--- src/rtl/core/gesn_pkg.sv ---
// Package: shared constants, codes and controller/datapath types of the edge normalizer.
`default_nettype none
package gesn_pkg;

  localparam int DefMaxVertices = 1024;
  localparam int DefIdBits      = 32;

  localparam int VcountWidth = 11;
  localparam int RawWidth    = 32;
  localparam int OutVxWidth  = 10;
  localparam int TotalWidth  = 32;
  localparam int WordBits    = 64;
  localparam int WordShift   = 6;

  localparam logic [VcountWidth-1:0] VcountReset = 11'd1024;

  // Input function codes
  localparam logic [1:0] FUNC_UPDATE = 2'd0;
  localparam logic [1:0] FUNC_END    = 2'd1;
  localparam logic [1:0] FUNC_FETCH  = 2'd2;

  // Result codes
  localparam logic [1:0] RES_EDGE    = 2'd0;
  localparam logic [1:0] RES_SUMMARY = 2'd1;
  localparam logic [1:0] RES_NOMORE  = 2'd2;
  localparam logic [1:0] RES_REJECT  = 2'd3;

  // Register indexes
  localparam logic [1:0] REG_VCOUNT = 2'd0;
  localparam logic [1:0] REG_STATIC = 2'd1;
  localparam logic [1:0] REG_CHECK  = 2'd2;

  typedef enum logic [4:0] {
    OP_NONE,
    OP_CLEAR,
    OP_IDLE,
    OP_SINIT,
    OP_SRD,
    OP_SCMP,
    OP_REJECT,
    OP_ASGS,
    OP_ASGT,
    OP_ORDER,
    OP_MUL,
    OP_IDX,
    OP_PRD,
    OP_PMOD,
    OP_END,
    OP_NOMORE,
    OP_FREAD,
    OP_FTEST,
    OP_CONV,
    OP_EMIT
  } gesn_op_t;

  typedef struct packed {
    gesn_op_t op;
  } gesn_cmd_t;

  typedef struct packed {
    logic [1:0] func;
    logic       ended;
    logic       static_mode;
    logic       clr_last;
    logic       search_done;
    logic       fail;
    logic       same;
    logic       scan_done;
    logic       word_hit;
    logic       row_last;
    logic       conv_step;
    logic       out_free;
  } gesn_status_t;

  typedef struct packed {
    logic [VcountWidth-1:0] vertex_count;
    logic                   static_mode;
    logic                   check_types;
  } gesn_cfg_t;

endpackage
`default_nettype wire

--- src/rtl/core/gesn_ctrl.sv ---
// Controller: sequencing state machine of the edge normalizer.
`default_nettype none
module gesn_ctrl (
  input  wire logic                  clk,
  input  wire logic                  rst,
  input  wire logic                  in_valid,
  output logic                       in_ready,
  input  wire gesn_pkg::gesn_status_t status,
  output gesn_pkg::gesn_cmd_t        cmd
);
  import gesn_pkg::*;

  typedef enum logic [4:0] {
    S_CLEAR, S_IDLE, S_DISP, S_SINIT, S_SRD, S_SCMP, S_CHECK, S_REJ, S_ASGS, S_ASGT,
    S_ORDER, S_MUL, S_IDX, S_PRD, S_PMOD, S_END, S_NOMORE, S_FREAD, S_FTEST, S_CONV, S_EMIT
  } state_t;

  state_t state;
  state_t state_next;

  always_ff @(posedge clk) begin
    if (rst) begin
      state <= S_CLEAR;
    end else begin
      state <= state_next;
    end
  end

  assign in_ready = (state == S_IDLE);

  always_comb begin
    state_next = state;
    cmd.op     = OP_NONE;
    case (state)
      S_CLEAR: begin
        cmd.op = OP_CLEAR;
        if (status.clr_last) state_next = S_IDLE;
      end
      S_IDLE: begin
        cmd.op = OP_IDLE;
        if (in_valid) state_next = S_DISP;
      end
      S_DISP: begin
        case (status.func)
          FUNC_UPDATE: state_next = status.ended ? S_IDLE : S_SINIT;
          FUNC_END:    state_next = S_END;
          FUNC_FETCH: begin
            if (status.static_mode && status.ended) begin
              state_next = status.scan_done ? S_NOMORE : S_FREAD;
            end else begin
              state_next = S_IDLE;
            end
          end
          default:     state_next = S_IDLE;
        endcase
      end
      S_SINIT: begin
        cmd.op     = OP_SINIT;
        state_next = S_SRD;
      end
      S_SRD: begin
        cmd.op     = OP_SRD;
        state_next = status.search_done ? S_CHECK : S_SCMP;
      end
      S_SCMP: begin
        cmd.op     = OP_SCMP;
        state_next = S_SRD;
      end
      S_CHECK:  state_next = status.fail ? S_REJ : S_ASGS;
      S_REJ: begin
        cmd.op     = OP_REJECT;
        state_next = S_EMIT;
      end
      S_ASGS: begin
        cmd.op     = OP_ASGS;
        state_next = S_ASGT;
      end
      S_ASGT: begin
        cmd.op     = OP_ASGT;
        state_next = S_ORDER;
      end
      S_ORDER: begin
        cmd.op     = OP_ORDER;
        state_next = status.same ? S_IDLE : S_MUL;
      end
      S_MUL: begin
        cmd.op     = OP_MUL;
        state_next = S_IDX;
      end
      S_IDX: begin
        cmd.op     = OP_IDX;
        state_next = S_PRD;
      end
      S_PRD: begin
        cmd.op     = OP_PRD;
        state_next = S_PMOD;
      end
      S_PMOD: begin
        cmd.op     = OP_PMOD;
        state_next = status.static_mode ? S_IDLE : S_EMIT;
      end
      S_END: begin
        cmd.op     = OP_END;
        state_next = S_EMIT;
      end
      S_NOMORE: begin
        cmd.op     = OP_NOMORE;
        state_next = S_EMIT;
      end
      S_FREAD: begin
        cmd.op     = OP_FREAD;
        state_next = S_FTEST;
      end
      S_FTEST: begin
        cmd.op = OP_FTEST;
        if (status.word_hit)      state_next = S_CONV;
        else if (status.row_last) state_next = S_NOMORE;
        else                      state_next = S_FREAD;
      end
      S_CONV: begin
        cmd.op = OP_CONV;
        if (!status.conv_step) state_next = S_EMIT;
      end
      S_EMIT: begin
        cmd.op = OP_EMIT;
        if (status.out_free) state_next = S_IDLE;
      end
      default: state_next = S_CLEAR;
    endcase
  end

endmodule
`default_nettype wire

--- config.mk ---
export PLATFORM = sky130hd
export DESIGN_NAME = gesn_ctrl
export DESIGN_NICKNAME = d
export VERILOG_FILES = /design/src/rtl/core/gesn_pkg.sv /design/src/rtl/core/gesn_ctrl.sv
export SDC_FILE = /design/constraint.sdc
export NUM_CORES = 1
export LEC_CHECK = 0
export BUFFER_PORTS_ARGS = -buffer_cell sky130_fd_sc_hd__buf_2
export CAP_MARGIN = 20
export CORE_MARGIN = 5
export CORE_UTILIZATION = 46
export DETAILED_ROUTE_END_ITERATION = 6
export GPL_TIMING_DRIVEN = 0
export PLACE_DENSITY = 0.75
export SLEW_MARGIN = 25
export SYNTH_ARGS = -nofsm -noshare
export SYNTH_HDL_FRONTEND = slang
export SYNTH_SLANG_ARGS = --single-unit
--- constraint.sdc ---
create_clock -name clk -period 1.45 [get_ports clk]
set_input_delay 0.29 -clock clk [delete_from_list [all_inputs] [get_ports clk]]
set_output_delay 0.29 -clock clk [all_outputs]
set_load 0.03 [all_outputs]
# Word level (Yosys, flattened, before mapping)

Index checks and enable logic that the tools add are counted.

Register bits after elaboration: 5

Equal/unequal tests: 26
Multiplexer cells: 16
Reduce and logical (&&, ||, !) cells: 6

Operators by type and width:

| cell                                          | count |
|---|---|
| case mux 5 bit (19 select lines)              | 1 |
| case mux 5 bit (18 select lines)              | 1 |
| == test 5 x 4 -> 1 bit, second input constant | 8 |
| two-way mux 5 bit                             | 6 |
| == test 5 bit, second input constant          | 5 |
| == test 5 x 3 -> 1 bit, second input constant | 4 |
| case mux 5 bit (3 select lines)               | 1 |
| == test 5 x 2 -> 1 bit, second input constant | 2 |
| two-way mux 4 bit                             | 2 |
| inequality test 2 bit, second input constant  | 4 |
| two-way mux 2 bit                             | 3 |
| == test 5 x 1 -> 1 bit, second input constant | 1 |
| logical NOT 5 bit                             | 1 |
| AND reduction 4 bit                           | 1 |
| OR reduction 3 bit                            | 1 |
| == test 2 x 1 -> 1 bit, second input constant | 1 |
| == test 2 bit, second input constant          | 1 |
| logical NOT 2 bit                             | 1 |
| two-way mux 1 bit                             | 2 |
| OR reduction 2 bit                            | 1 |
| logical AND 1 bit                             | 1 |

# Longest topological paths before layout

Gate-level depths: netlist of run 1.

Word-level depth: 4
Depth in mapped cells: 7
Mapped depth without buffers: 5

# Worst setup path before layout of run 1

No wires, ideal clock.

Path kind: reg-to-output
From: reg state[2]
To: out cmd[0] (netlist bit)
Arrival time: 1.641 ns
Slack: -0.481 ns
Buffers on the path: 2
Cell stages (with the launch flop): 6
Path through: dfxtp_1 buf_4 buf_2 xor2_1 a31oi_1 o21ai_0

RTL lines:

| what                   | line            | RTL |
|---|---|---|
| from (decl)            | gesn_ctrl.sv:18 | `state_t state;` |
| from (signal assigned) | gesn_ctrl.sv:25 | `state <= state_next;` |
| to (decl)              | gesn_ctrl.sv:9  | `output gesn_pkg::gesn_cmd_t cmd` |

==> results.md, run 1 <==
- Die area: 0.00261 mm^2
- Final WL: 4.21 mm
- Port Buf Inserts: 21
- Vias/cell: 6.98
- Worst skew pair latency: 260 ps
- Minimum clock period: 1810 ps
- Most frequent cells in the layout: buf_6, buf_4, buf_2
- Crit path capture type: primary output
- Critical R2R Launch: state[4]$_SDFFE_PP0P_
- Largest family of logic cells by synthesized area: simple AND/OR/NAND/NOR gates
- Final setup margin: -358 ps
- Slew HR: 73.9%
- Worst slew pin tran: 390 ps
- Setup violators final: 11
- Ratio of cells with drive above 1 in the final layout: 64.0%
- Initial antenna violation count: 0
- Wirelength per Cell: 23.8 um
- Max reg flops: 5
- FFs w/ async S/R, synth: 0%
- Syn Area/Cell: 7.05 um^2
- Area of the multi-input gates: 786 um^2
- Core area: 0.00156 mm^2
- Crit path required time: 1160 ps
- Largest net degree at the start of global routing: 11
- Number of register bits inferred by synthesis: 5
- Hold_buf cts: 0
- Global-route usage over all layers: 27.1%
- CTS Buf Count: 3
- Worst clock skew: 3.69 ps
- Worst hold path class: in2reg
- First-pass GRT wire length: 5.25 mm
- Grt ovf: 0
- Maximum vdd ir drop: 886 uV
- Max clock buf depth: 2
- Biggest regs: state (5)
- Drc violations: 0
- TritonCTS clock tree: built
- Detail Route Antenna Nets: 0
- F_max: 0.553 GHz
- Die W: 51.1 um
- Worst Path Arrival: 1520 ps
- RD Place Congestion: 0.958
- Starting density of the core: 49.8%
- Clock Pin Slew Worst Setup and Hold Paths: 50 ps
- Synth-to-layout area growth: 87.7%
- Crit-path max FO: 10
- H-tree depth: 1
- Post-synth EDFFs: 0
- Die height: 51.1 um
- Outcome: finished, violations left
- Synthesized area: 776 um^2
- Hold Fails Final Rpt: 0
- Hpwl dp: 1.77 mm
- Fin nets: 178
- Initial DRT Pass Iterations: 4
- Crit path launch: state[3]$_SDFFE_PP0P_
- Area of all sequential standard cells: 110 um^2
- CP Class: reg2out
- HP Start: rst
- WHS: 290 ps
- Failing checks: negative setup slack
- Main synth FF type: dfxtp_1
- Adder-cell share of the synthesized area: 0%
- Synth Area in Simple Gates: 39.5%
- Cell Pwr Density: 1260 mW/mm^2
- Clock sinks: 5
- Startpoint types: flip-flop
- Leakage: 0.000612 uW
- Antenna cells: 0
- Setup TNS: -3060 ps
- Most flops, register: state
- RSZ-0062 raised after global routing: yes
- Vias: 1236
- Io pins: 22
- Net Count, Synth: 126
- Vias in the first global route: 1070
- Synth warn: 0
- Netlist cell types: 44
- Root Driver: clkbuf_4
- Period Utilization, post-route: 125%
- Xor/xnor share of the synthesized area: 1.13%
- Violation count after the first detailed-route iteration: 96
- Sequential area share after synthesis: 12.9%
- Compound-cell area share of the yosys netlist: 33.7%
- Syn Inst Count: 110
- Post-synthesis mux area share: 1.45%
- Max cap viols: 0
- Fillers: 52
- Fin. max-slew vios: 0
- Std-Cell Rows: 14
## final cells by class
| class | count | share of cell area, % |
|---|---|---|
| plain buffers | 9 | 7.99 |
| flip-flops and latches | 5 | 7.56 |
| clock buffers | 4 | 1.80 |
| inverters | 5 | 1.55 |
| multi-input cells | 90 | 54.0 |
| well taps | 16 | 1.37 |
| repair buffers | 48 | 25.8 |
## worst max-delay path: stages (launching register included)
cell,delay [ps]
dfxtp_1,320
buf_6,130
buf_8,140
inv_1,80
nand2_2,90
a21oi_1,80
mux2_4,280
buf_6,140
## final timing paths
kind / endpoint / slack [ps] / depth (start not counted)
worst max register to register: state[0]$_SDFFE_PP0P_ / -310 / 8
worst min register to register: state[1]$_SDFFE_PP0P_ / 790 / 3
worst max-delay path: cmd[1] / -360 / 7
worst min-delay path: state[2]$_SDFFE_PP0P_ / 290 / 2
## cells in the mapped netlist (3+ instances only)
| library cell | instances | area share [%] |
|---|---|---|
| nor2_1 | 9 | 4.4 |
| nand2b_1 | 4 | 3.2 |
| buf_2 | 4 | 2.6 |
| o21ai_0 | 8 | 5.2 |
| inv_1 | 5 | 2.4 |
| o31ai_1 | 3 | 2.9 |
| a31oi_1 | 3 | 2.4 |
| nand2_1 | 9 | 4.4 |
| nor3_1 | 5 | 3.2 |
| a21oi_1 | 9 | 5.8 |
| dfxtp_1 | 5 | 13 |
| buf_4 | 3 | 2.9 |
| nor2b_1 | 3 | 2.4 |
## power by group
part | leakage, uW | internal (uW) | total, uW | switching (uW)
logic | 0.000554 | 716 | 1470 | 750
clock network | 0.0000150 | 105 | 177 | 71.7
registers | 0.0000430 | 166 | 192 | 26.2
## cells by family (layout without fill, tap and decap cells)
group / count (synthesis) / in the layout
buf+inv: 15 / 66
simple gates: 50 / 50
mux: 1 / 1
xor+xnor: 1 / 1
flops: 5 / 5
compound gates: 38 / 38
## stage by stage
stage	instance area (um^2)	power, uW	std cells	utilization [%]	setup WS, ps
detailed placement	958	1010	147	61.5	-247
global placement	958	993	147	61.5	-210
finish	1460	1830	177	93.4	-358
floorplan	833	831	110	-	-44.9
CTS	1350	1640	175	86.4	-315
global route	1460	1920	177	93.4	-379
## layer usage
| metal | wire length (um) | up-vias | global-route usage (%) | part of all wire (%) |
|---|---|---|---|---|
| li1 | - | 514 | - | - |
| met3 | 493 | 28 | 10.5 | 12 |
| met1 | 1590 | 583 | 33.8 | 38 |
| met2 | 1920 | 111 | 41.4 | 46 |
| met5 | 0 | - | 0 | 0 |
| met4 | 209 | 0 | 11.7 | 5.0 |
## timing repair
| action | CTS | global route |
|---|---|---|
| setup endpoints to repair | 9 | 11 |
| pin swaps | 21 | 14 |
| resized for setup | 53 | 27 |
| buffers inserted | 24 | 7 |
No activity file was read; power rests on OpenSTA's default activity.
==> run 2: changes to the inputs <==
- PLACE_DENSITY: 0.75 -> 0.73
==> results.md, run 2 (same netlist as run 1, synthesis figures left out) <==
- Outcome: finished, violations left
- Failing checks: negative setup slack
- Total power: 1860 uW
- Worst slew pin tran: 403 ps
- Hpwl dp: 1.72 mm
- Violation count after the first detailed-route iteration: 128
- Worst Path Buf+Inv: 3
- Vias in the first global route: 1194
- Setup violators final: 11
- Met3 routed WL: 581 um
- Root Driver: clkbuf_4
- Die W: 51.1 um
- Worst skew pair latency: 250 ps
- Initial antenna violation count: 0
- Leakage: 0.000621 uW
- TritonCTS clock tree: built
- Metal-1 WL: 1.54 mm
- Fin. max-slew vios: 0
- Crit-path cells: buf_8 -> buf_6 -> buf_6 -> nor2b_4 -> a31oi_1 -> o21ai_1 -> a2111oi_2 -> o32ai_1
- Cell Pwr Density: 1290 mW/mm^2
- Die area: 0.00261 mm^2
- Fillers: 61
- Biggest regs: state (5)
- Die height: 51.1 um
- RD Place Congestion: 0.887
- Synth-to-layout area growth: 85.3%
- Cell family with most CP delay: compound AO/OA/AOI/OAI gates
- Max reg flops: 5
- Most frequent cells in the layout: buf_4, buf_6, buf_2
- Starting density of the core: 49.8%
- Global-route usage over all layers: 28.1%
- Std-Cell Rows: 14
- Worst clock skew: 2.41 ps
- Core area: 0.00156 mm^2
- Crit path required time: 1560 ps
- Grt ovf: 0
- DR WL met2: 1.87 mm
- Maximum vdd ir drop: 1130 uV
- Slew HR: 73.0%
- Hold_buf cts: 0
- H-tree depth: 1
- Port Buf Inserts: 21
- Max stage delay on crit path: 380 ps
- Final WL: 4.32 mm
- Cells after DPL: 147
- DR top layer: met4
- Detail Route Antenna Nets: 0
- Minimum clock period: 1840 ps
- Hold Fails Final Rpt: 0
- Crit-path max FO: 7
- Worst hold path class: in2reg
- F_max: 0.545 GHz
- Slowest cell on crit path: a2111oi_2
- Ratio of cells with drive above 1 in the final layout: 60.7%
- CTS Buf Count: 3
- Fin nets: 180
- RSZ-0062 raised after global routing: yes
- Max clock buf depth: 2
- Max cap viols: 0
- Vias/cell: 7.12
- CP Class: reg2reg
- Period Utilization, post-route: 127%
- Io pins: 22
- Vias: 1274
- Drc violations: 0
- Worst Path Arrival: 1950 ps
- Largest net degree at the start of global routing: 11
- Clock Pin Slew Worst Setup and Hold Paths: 40 ps
- Final std cells w/o fill: 179
- Clock sinks: 5
- Crit path capture type: flip-flop
- First-pass GRT wire length: 5.60 mm
- Most common cell after layout, fill and taps aside: buf_4
- Antenna cells: 0
- Most flops, register: state
- CP most frequent cell: buf_6
- Initial DRT Pass Iterations: 5
- Wirelength per Cell: 24.1 um
- Final setup margin: -386 ps
- Startpoint types: flip-flop
-- run 2: cell types whose count changed in the layout (fill, tap and decap cells not counted), sizes merged --
cell | before | now
buf | 57 | 59
-- run 2: repair_timing --
item,4_1_cts,5_1_grt
resized for setup,54,14
buffers inserted,20,6
gates cloned,2,0
pin swaps,19,14
setup endpoints to repair,9,11
-- run 2: report_power, final --
group	switching, uW	internal (uW)	total [uW]
sequential	19.7	165	184
combinational	765	737	1500
clock	65.4	105	170
total	850	1010	1860
-- run 2: final cells by class --
type                    count  area (um^2)  area share [%]
plain buffers              10          124            8.62
clock buffers               4         26.3            1.83
inverters                   5         22.5            1.57
multi-input cells          90          742            51.6
flip-flops and latches      5          108            7.48
well taps                  16         20.0            1.39
repair buffers             49          395            27.5
-- run 2: layer usage --
metal  up-vias  GRT usage [%]
li1        517              -
met2       147           47.6
met5         -              0
met3        46           9.30
met4         0           13.0
met1       564           31.8
-- run 2: stage by stage --
stage | instance area [um^2] | setup TNS [ps] | util [%] | worst slack [ps] | hold slack (ps)
2_1_floorplan | 833 | -131 | - | -44.9 | 359
3_3_place_gp | 958 | -947 | 61.5 | -211 | 529
3_5_place_dp | 958 | -1080 | 61.5 | -264 | 524
4_1_cts | 1360 | -1730 | 86.9 | -317 | 264
5_1_grt | 1440 | -3860 | 92.2 | -438 | 296
6_report | 1440 | -3170 | 92.2 | -386 | 278
-- run 2: worst paths after layout --
check / start / to / slack (ps) / depth (start not counted)
worst max-delay path: state[2]$_SDFFE_PP0P_ / state[1]$_SDFFE_PP0P_ / -390 / 8
worst min-delay path: rst / state[0]$_SDFFE_PP0P_ / 280 / 2
worst max register to register: state[2]$_SDFFE_PP0P_ / state[1]$_SDFFE_PP0P_ / -390 / 8
worst min register to register: state[4]$_SDFFE_PP0P_ / state[3]$_SDFFE_PP0P_ / 890 / 5
